### config.mk
export PLATFORM = sky130hd
export DESIGN_NAME = source_text_tokenizer
export DESIGN_NICKNAME = d
export VERILOG_FILES = /design/src/hdl/stt_pkg.sv /design/src/hdl/source_text_tokenizer.sv
export SDC_FILE = /design/constraint.sdc
export NUM_CORES = 1
export LEC_CHECK = 0
export BUFFER_PORTS_ARGS = -buffer_cell sky130_fd_sc_hd__buf_4
export CAP_MARGIN = 25
export CORE_MARGIN = 2
export CORE_UTILIZATION = 30
export DETAILED_ROUTE_END_ITERATION = 7
export PLACE_DENSITY = 0.44
export SYNTH_ARGS = -nofsm -noshare
export SYNTH_HDL_FRONTEND = slang
export SYNTH_SLANG_ARGS = --single-unit
export TNS_END_PERCENT = 5
### constraint.sdc
create_clock -name clk -period 18.3 [get_ports clk]
set_input_delay 2.745 -clock clk [delete_from_list [all_inputs] [get_ports clk]]
set_output_delay 2.745 -clock clk [all_outputs]
set_load 0.005 [all_outputs]
### src/hdl/stt_pkg.sv
// ----------------------------------------------------------------------------
// stt_pkg: shared types and constants of the source text tokenizer
// Token kinds, byte classes, the result word layout and the byte classifier.
// ----------------------------------------------------------------------------
package stt_pkg;

  // Default widths of the internal position and length counters
  localparam int LENGTH_BITS_DEF   = 16;
  localparam int POSITION_BITS_DEF = 32;

  // Fixed widths of the reported fields
  localparam int TOKEN_START_W  = 32;
  localparam int TOKEN_LENGTH_W = 16;

  // Byte constants
  localparam logic [7:0] HIGH_LIMIT = 8'h80;

  // Lexer mode: kind of the open token, or none open
  typedef enum logic [2:0] {
    MODE_BLANK   = 3'd0,
    MODE_NEWLINE = 3'd1,
    MODE_OPER    = 3'd2,
    MODE_IDENT   = 3'd3,
    MODE_NUMBER  = 3'd4,
    MODE_NONE    = 3'd5
  } mode_t;

  // Byte class
  typedef enum logic [2:0] {
    CLS_BLANK   = 3'd0,
    CLS_NEWLINE = 3'd1,
    CLS_OPER    = 3'd2,
    CLS_LETTER  = 3'd3,
    CLS_DIGIT   = 3'd4,
    CLS_HIGH    = 3'd5,
    CLS_BAD     = 3'd6
  } cls_t;

  // One result word
  typedef struct packed {
    logic [2:0]                kind;
    logic [TOKEN_START_W-1:0]  start;
    logic [TOKEN_LENGTH_W-1:0] length;
    logic                      err;
    logic                      done;
    logic                      last;
  } tok_res_t;

  function automatic cls_t classify(input logic [7:0] b);
    cls_t c;
    case (b) inside
      8'h0A:                                    c = CLS_NEWLINE;
      8'h20, 8'h09:                             c = CLS_BLANK;
      [8'h61:8'h7A], [8'h41:8'h5A], 8'h5F:      c = CLS_LETTER;
      [8'h30:8'h39]:                            c = CLS_DIGIT;
      [8'h81:8'hFF]:                            c = CLS_HIGH;
      8'h3B, 8'h27, 8'h22, 8'h2A, 8'h26, 8'h2B, 8'h2D, 8'h3D, 8'h7B, 8'h7D,
      8'h21, 8'h28, 8'h29, 8'h5B, 8'h5D, 8'h7E, 8'h23, 8'h5C, 8'h2F, 8'h2C,
      8'h7C, 8'h3F, 8'h2E, 8'h3E, 8'h3C, 8'h3A, 8'h25, 8'h5E:
                                                c = CLS_OPER;
      default:                                  c = CLS_BAD;
    endcase
    return c;
  endfunction

endpackage

### src/hdl/source_text_tokenizer.sv
// ----------------------------------------------------------------------------
// source_text_tokenizer: character-class lexer over a byte stream
// Splits source bytes into blank, newline, operator, identifier and number
// tokens, reporting kind, start offset and saturating length of each.
// ----------------------------------------------------------------------------
// Usage:
//   Input channel (in_*): one source byte per word, in_tlast on the last
//   byte of a text. Result channel (out_*): one token or error per word,
//   out_tlast on the last result caused by an input byte.
//   A byte may cause zero, one or two results. It is classed and folded
//   into the lexer state in the cycle it is accepted; its results are
//   written to a four-word output queue and leave it on out_* in order.
//   One byte is accepted per cycle, sustained, while the receiver
//   keeps up; the queue write of up to two results per byte sets that
//   figure, since in_tready needs room for two words.
//   When the receiver stalls, hold the queue; in_tready drops once more
//   than two words wait, and rises again as they drain.
//   After an error result, drop all bytes up to and including in_tlast.
//   At the end of a text the lexer state returns to reset, so the next text
//   starts at offset zero. Reset (rst_n low, synchronous) empties the
//   queue and closes any open token.
// ----------------------------------------------------------------------------
module source_text_tokenizer #(
  parameter int LENGTH_BITS   = stt_pkg::LENGTH_BITS_DEF,
  parameter int POSITION_BITS = stt_pkg::POSITION_BITS_DEF
) (
  input  logic        clk,
  input  logic        rst_n,
  // input channel
  input  logic        in_tvalid,
  output logic        in_tready,
  input  logic [7:0]  in_tdata,   // [7:0] byte_value
  input  logic        in_tlast,   // end_of_stream
  // result channel
  output logic        out_tvalid,
  input  logic        out_tready,
  output logic [55:0] out_tdata,  // [31:0] token_start, [47:32] token_length,
                                  // [48] stream_done, [55:49] zero
  output logic [3:0]  out_tuser,  // [2:0] token_kind, [3] error_flag
  output logic        out_tlast   // last_of_run
);

  localparam int QDEPTH = 4;
  localparam int QPTR_W = $clog2(QDEPTH);

  // Lexer state
  stt_pkg::mode_t           mode_r, mode_nxt;
  logic [POSITION_BITS-1:0] start_r, start_nxt;
  logic [POSITION_BITS-1:0] pos_r, pos_nxt;
  logic [LENGTH_BITS-1:0]   len_r, len_nxt;
  logic                     pend_r, pend_nxt;
  logic                     absorb_r, absorb_nxt;

  // Step intermediates
  stt_pkg::cls_t            cls;
  logic                     eos;
  logic [POSITION_BITS-1:0] hp;
  stt_pkg::mode_t           mode_m;
  logic [POSITION_BITS-1:0] start_m;
  logic [LENGTH_BITS-1:0]   len_m;
  logic                     skip_tail, go_reset;
  stt_pkg::tok_res_t        res_a, res_b;
  logic                     res_a_vld, res_b_vld;
  logic [LENGTH_BITS:0]     grow1, grow2;
  logic [LENGTH_BITS-1:0]   len_inc1, len_inc2;

  // Output queue
  stt_pkg::tok_res_t        q_mem [QDEPTH];
  logic [QPTR_W-1:0]        wr_ptr_r, wr_ptr_nxt, rd_ptr_r, rd_ptr_nxt;
  logic [QPTR_W:0]          cnt_r, cnt_nxt;
  logic                     in_fire, out_fire;
  logic [1:0]               push_n;
  stt_pkg::tok_res_t        w0, w1;
  stt_pkg::tok_res_t        head;

  assign in_tready = (cnt_r <= (QPTR_W+1)'(QDEPTH - 2));
  assign in_fire   = in_tvalid & in_tready;
  assign eos       = in_tlast;

  // Saturating length growth by one and by two
  assign grow1    = {1'b0, len_r} + (LENGTH_BITS+1)'(1);
  assign grow2    = {1'b0, len_r} + (LENGTH_BITS+1)'(2);
  assign len_inc1 = grow1[LENGTH_BITS] ? '1 : grow1[LENGTH_BITS-1:0];
  assign len_inc2 = grow2[LENGTH_BITS] ? '1 : grow2[LENGTH_BITS-1:0];

  // Lexer step for the byte on in_tdata
  always_comb begin
    cls        = stt_pkg::classify(in_tdata);
    hp         = pos_r - POSITION_BITS'(1);
    mode_m     = mode_r;
    start_m    = start_r;
    len_m      = len_r;
    pend_nxt   = pend_r;
    absorb_nxt = absorb_r;
    pos_nxt    = pos_r + POSITION_BITS'(1);
    skip_tail  = 1'b0;
    go_reset   = 1'b0;
    res_a_vld  = 1'b0;
    res_b_vld  = 1'b0;
    // open token report, used when a new token starts
    res_a.kind   = mode_r;
    res_a.start  = stt_pkg::TOKEN_START_W'(start_r);
    res_a.length = stt_pkg::TOKEN_LENGTH_W'(len_r);
    res_a.err    = 1'b0;
    res_a.done   = 1'b0;
    res_a.last   = 1'b0;

    if (absorb_r) begin
      // drop bytes until the end of the text
      skip_tail = 1'b1;
      go_reset  = eos;
    end else if (pend_r) begin
      pend_nxt = 1'b0;
      if (in_tdata <= stt_pkg::HIGH_LIMIT) begin
        // lone high byte: error at the high byte
        res_a_vld    = 1'b1;
        res_a.kind   = stt_pkg::MODE_BLANK;
        res_a.start  = stt_pkg::TOKEN_START_W'(hp);
        res_a.length = '0;
        res_a.err    = 1'b1;
        res_a.done   = eos;
        skip_tail    = 1'b1;
        go_reset     = eos;
        absorb_nxt   = ~eos;
      end else if (mode_r == stt_pkg::MODE_IDENT || mode_r == stt_pkg::MODE_NUMBER) begin
        mode_m = stt_pkg::MODE_IDENT;
        len_m  = len_inc2;
      end else begin
        res_a_vld = (mode_r != stt_pkg::MODE_NONE);
        mode_m    = stt_pkg::MODE_IDENT;
        start_m   = hp;
        len_m     = LENGTH_BITS'(2);
      end
    end else if (cls == stt_pkg::CLS_BAD || (cls == stt_pkg::CLS_HIGH && eos)) begin
      res_a_vld    = 1'b1;
      res_a.kind   = stt_pkg::MODE_BLANK;
      res_a.start  = stt_pkg::TOKEN_START_W'(pos_r);
      res_a.length = '0;
      res_a.err    = 1'b1;
      res_a.done   = eos;
      skip_tail    = 1'b1;
      go_reset     = eos;
      absorb_nxt   = ~eos;
    end else if (cls == stt_pkg::CLS_HIGH) begin
      // wait for the second byte of a high pair
      pend_nxt  = 1'b1;
      skip_tail = 1'b1;
    end else begin
      case (cls)
        stt_pkg::CLS_BLANK, stt_pkg::CLS_NEWLINE: begin
          if (mode_r == stt_pkg::MODE_BLANK || mode_r == stt_pkg::MODE_NEWLINE) begin
            len_m = len_inc1;
          end else begin
            res_a_vld = (mode_r != stt_pkg::MODE_NONE);
            mode_m    = stt_pkg::mode_t'(cls);
            start_m   = pos_r;
            len_m     = LENGTH_BITS'(1);
          end
        end
        stt_pkg::CLS_OPER: begin
          if (mode_r == stt_pkg::MODE_OPER) begin
            len_m = len_inc1;
          end else begin
            res_a_vld = (mode_r != stt_pkg::MODE_NONE);
            mode_m    = stt_pkg::MODE_OPER;
            start_m   = pos_r;
            len_m     = LENGTH_BITS'(1);
          end
        end
        stt_pkg::CLS_LETTER: begin
          if (mode_r == stt_pkg::MODE_IDENT || mode_r == stt_pkg::MODE_NUMBER) begin
            mode_m = stt_pkg::MODE_IDENT;
            len_m  = len_inc1;
          end else begin
            res_a_vld = (mode_r != stt_pkg::MODE_NONE);
            mode_m    = stt_pkg::MODE_IDENT;
            start_m   = pos_r;
            len_m     = LENGTH_BITS'(1);
          end
        end
        default: begin
          // digit
          if (mode_r == stt_pkg::MODE_IDENT || mode_r == stt_pkg::MODE_NUMBER) begin
            len_m = len_inc1;
          end else begin
            res_a_vld = (mode_r != stt_pkg::MODE_NONE);
            mode_m    = stt_pkg::MODE_NUMBER;
            start_m   = pos_r;
            len_m     = LENGTH_BITS'(1);
          end
        end
      endcase
    end

    // final token of the text
    res_b.kind   = mode_m;
    res_b.start  = stt_pkg::TOKEN_START_W'(start_m);
    res_b.length = stt_pkg::TOKEN_LENGTH_W'(len_m);
    res_b.err    = 1'b0;
    res_b.done   = 1'b1;
    res_b.last   = 1'b1;
    if (!skip_tail && eos) begin
      res_b_vld = (mode_m != stt_pkg::MODE_NONE);
      go_reset  = 1'b1;
    end

    mode_nxt  = mode_m;
    start_nxt = start_m;
    len_nxt   = len_m;
    if (go_reset) begin
      mode_nxt   = stt_pkg::MODE_NONE;
      start_nxt  = '0;
      pos_nxt    = '0;
      len_nxt    = '0;
      pend_nxt   = 1'b0;
      absorb_nxt = 1'b0;
    end
  end

  // Pack results into queue words, marking the last of the byte
  always_comb begin
    w0 = res_a_vld ? res_a : res_b;
    w0.last = ~(res_a_vld & res_b_vld);
    w1 = res_b;
    push_n = in_fire ? (2'(res_a_vld) + 2'(res_b_vld)) : 2'd0;
  end

  assign out_fire   = out_tvalid & out_tready;
  assign wr_ptr_nxt = wr_ptr_r + QPTR_W'(push_n);
  assign rd_ptr_nxt = rd_ptr_r + QPTR_W'(out_fire);
  assign cnt_nxt    = cnt_r + (QPTR_W+1)'(push_n) - (QPTR_W+1)'(out_fire);

  always_ff @(posedge clk) begin
    if (!rst_n) begin
      mode_r   <= stt_pkg::MODE_NONE;
      start_r  <= '0;
      pos_r    <= '0;
      len_r    <= '0;
      pend_r   <= 1'b0;
      absorb_r <= 1'b0;
      wr_ptr_r <= '0;
      rd_ptr_r <= '0;
      cnt_r    <= '0;
    end else begin
      if (in_fire) begin
        mode_r   <= mode_nxt;
        start_r  <= start_nxt;
        pos_r    <= pos_nxt;
        len_r    <= len_nxt;
        pend_r   <= pend_nxt;
        absorb_r <= absorb_nxt;
      end
      wr_ptr_r <= wr_ptr_nxt;
      rd_ptr_r <= rd_ptr_nxt;
      cnt_r    <= cnt_nxt;
    end
  end

  // Queue storage: no reset, words are qualified by the fill count
  always_ff @(posedge clk) begin
    if (push_n != 2'd0) begin
      q_mem[wr_ptr_r] <= w0;
    end
    if (push_n == 2'd2) begin
      q_mem[wr_ptr_r + QPTR_W'(1)] <= w1;
    end
  end

  assign head       = q_mem[rd_ptr_r];
  assign out_tvalid = (cnt_r != '0);
  assign out_tdata  = {7'd0, head.done, head.length, head.start};
  assign out_tuser  = {head.err, head.kind};
  assign out_tlast  = head.last;

endmodule

==> results.sh <==
export IMPL_run_status="completed"
export IMPL_regArea_sq_mm=0.008218
export IMPL_yosysMostFrequentCell="nand2_1"
export IMPL_ant_nets=0
export IMPL_criticalPathCategory="in2reg"
export IMPL_clock_sinks=308
export IMPL_pwr_share_comb_pct=30.5
export IMPL_cts_resized_gates=0
export IMPL_ir_drop_mv=0.04468
export IMPL_grt_use_total_pct=22.23
export IMPL_num_rows=90
export IMPL_start_util_pct=30.31
export IMPL_place_congestion=0.8809
export IMPL_synth_edf_count=204
export IMPL_synth_area_leaders="edfxtp_1, dfxtp_1, mux4_2"
export IMPL_critPathMostFrequentCell="buf_4"
export IMPL_hold_path_class="reg2reg"
export IMPL_post_cts_buffers=0
export IMPL_clkSlewWorstSetupHoldPaths_ns=0.05
export IMPL_startpoint_type="primary input"
export IMPL_synth_top_area_share_pct=33.49
export IMPL_fin_worst_skew_ns=0.02663
export IMPL_die_width_um=250.9
export IMPL_die_h_um=250.9
export IMPL_leakage_nw=6.899
export IMPL_fin_util_pct=34.27
export IMPL_antenna_found_initial=2
export IMPL_final_max_slew_viol_count=0
export IMPL_fmax_mhz=127.4
export IMPL_cts_tree="yes"
export IMPL_fillers=6095
export IMPL_power_density_mw_per_mm2=113.2
export IMPL_synthArstFlopShare_pct=0
export IMPL_drt_pass1_iter_count=6
export IMPL_cts_root_buf="clkbuf_16"
export IMPL_place_inst=2607
export IMPL_via_per_inst=5.960
export IMPL_worst_slew_pin_transition_ns=1.084
export IMPL_grt_pass1_wl_mm=104.5
export IMPL_ys_flop_type="edfxtp_1"
export IMPL_htree_levels=2
export IMPL_drive_above_1_share_pct=15.07
export IMPL_syn_cell_area_sq_mm=0.01829
export IMPL_setup_violations=0
export IMPL_routedWlPerCell_um=26.43
export IMPL_max_stage_delay_ns=0.61
export IMPL_seqPwrFrac_pct=36.1
export IMPL_clk_latency_ns=0.58
export IMPL_die_area_sq_mm=0.06297
export IMPL_critPathCaptureType="flop"
export IMPL_cp_required_ns=18.49
export IMPL_num_vias=15980
export IMPL_ys_ff_latch=308
export IMPL_multi_input_area_sq_mm=0.009283
export IMPL_ios=76
export IMPL_area_growth_pct=13.08
export IMPL_yosys_cell_types_count=98
export IMPL_max_slew_margin_pct=27.28
export IMPL_instances_no_fill=2681
export IMPL_internal_power_mw=1.539
export IMPL_setup_slack_ns=10.45
export IMPL_critPathSlowestCell="buf_4"
export IMPL_cp_buffers_inverters=6
export IMPL_drt_wl_total_mm=70.87
export IMPL_pre_cts_ws_ns=9.949
export IMPL_grt_max_degree=72
export IMPL_synthCells=1891
export IMPL_worstPathArrival_ns=8.05
export IMPL_yosysSeqAreaShare_pct=44.87
export IMPL_hold_viol=0
export IMPL_ys_warn_count=0
export IMPL_crit_fanout=39
export IMPL_cts_hold_fix_buffers=0
export IMPL_numCtsBuffers=39
export IMPL_drcViolationCount=0
export IMPL_worstPathCellList="buf_4 -> or4_4 -> o21a_1 -> buf_4 -> nand2_1 -> o41ai_4 -> buf_4 -> o21ai_1 -> o311a_1 -> buf_4 -> inv_2 -> ha_1 -> o21ai_1 -> or2_2 -> nand2_2 -> buf_4"
export IMPL_period_minus_slack_ns=7.851
export IMPL_nets=1892
export IMPL_clock_power_share_pct=33.4
export IMPL_sw_frac_of_total_pct=34.26
export IMPL_timing_final_crit_share_pct=42.90
export IMPL_grt_overflow_total=0
export IMPL_grt_pass1_vias=15100
export IMPL_setup_tns_ns=0
export IMPL_path_delay_family="buffers and inverters"
export IMPL_dpl_hpwl_mm=47.82
export IMPL_rsz0062_at_grt="no"
export IMPL_syn_area_per_cell_sq_um=9.673
export IMPL_drv_cap=0
export IMPL_synth_common_cells="nand2_1, edfxtp_1, o21ai_0, o22ai_1, nor2_1"
export IMPL_switching_power_mw=0.8020
export IMPL_yosys_area_top_type="edfxtp_1"
export IMPL_drtIter0Drc=1998
export IMPL_fp_coreArea_sq_mm=0.06036
export IMPL_numPortBuffers=68
export IMPL_clockBufferDepth=3
metal layers:
layer  share of wire, %  up-vias  GRT usage (%)
met1                 45     7961          32.83
met2                 44      739          33.83
met3                8.1       89          3.210
li1                   -     7189              -
met5              0.027        -              0
met4                2.3        2          6.122
power by group through the flow:
stage               clock network (mW)  logic, mW  registers, mW
global route                     0.822      0.767          0.853
floorplan                            0      0.440          0.834
detailed placement                   0      0.717          0.860
finish                           0.782      0.714          0.845
CTS                              0.795      0.720          0.845
global placement                     0      0.713          0.859
sequential cells by signal, summed over array words and instances, names as in the netlist:
register,count
wr_ptr_r,2
pos_r,32
start_r,32
len_r,16
cnt_r,3
pend_r,1
mode_r,3
absorb_r,1
q_mem,216
rd_ptr_r,2
worst reg2reg max path: cells and delay by family (launching register included):
kind	cells	cell delay, ns
AND/OR/NAND/NOR	6	2.68
buffers and inverters	3	1.32
flip-flops	1	0.54
adder cells (fa/ha/maj)	1	0.26
AO/OA/AOI/OAI	1	0.13
cell usage in the layout, fill, tap and decap left out, types with 32 or more instances in the layout:
cell	count
nand2_1	215
edfxtp_1	204
o21ai_0	147
o22ai_1	147
nor2_1	129
buf_4	105
dfxtp_1	100
a21oi_1	83
mux4_2	54
nand3_1	49
clkbuf_16	40
and2_1	36
nor3_1	34
xor2_1	32
xnor2_1	32
layout make-up:
type	instances	area share [%]
antenna	1	0.01210
inverter	24	0.4355
multi-input combinational	1385	44.88
clock buffer	49	5.002
tap	782	4.730
timing repair buffer	110	4.071
sequential	308	39.73
clock inverter	22	1.143
final timing paths:
check                                              start                  endpoint  slack (ns)  cells past startpoint
worst max-delay path                         in_tdata[3]    q_mem[3][38]$_DFFE_PP_       10.45                     16
worst min-delay path            q_mem[1][0]$_SDFFE_PP1N_  q_mem[1][0]$_SDFFE_PP1N_        0.46                      1
worst max register to register       pend_r$_SDFFE_PN0P_    q_mem[2][48]$_DFFE_PP_       12.95                     11
worst min register to register  q_mem[1][0]$_SDFFE_PP1N_  q_mem[1][0]$_SDFFE_PP1N_        0.46                      1
cells by family after synthesis:
kind of cell               share of synthesized area, %
muxes                                             8.276
other                                           0.02050
AOI/OAI and AO/OA                                 22.48
xor gates and xnor gates                          3.064
adders and majority gates                        0.7934
buffers and inverters                             4.767
and+or+nand+nor                                   15.73
DFF                                               44.87
metrics by stage:
stage / instance area, sq um / power [mW] / hold slack (ns)
after floorplan: 18320 / 1.274 / 0.4310
after global placement: 19360 / 1.572 / 0.4475
after detailed placement: 19400 / 1.577 / 0.4549
after CTS: 20670 / 2.360 / 0.4680
after global routing: 20680 / 2.442 / 0.4806
final: 20680 / 2.341 / 0.4649
No activity file was read; power rests on OpenSTA's default activity.
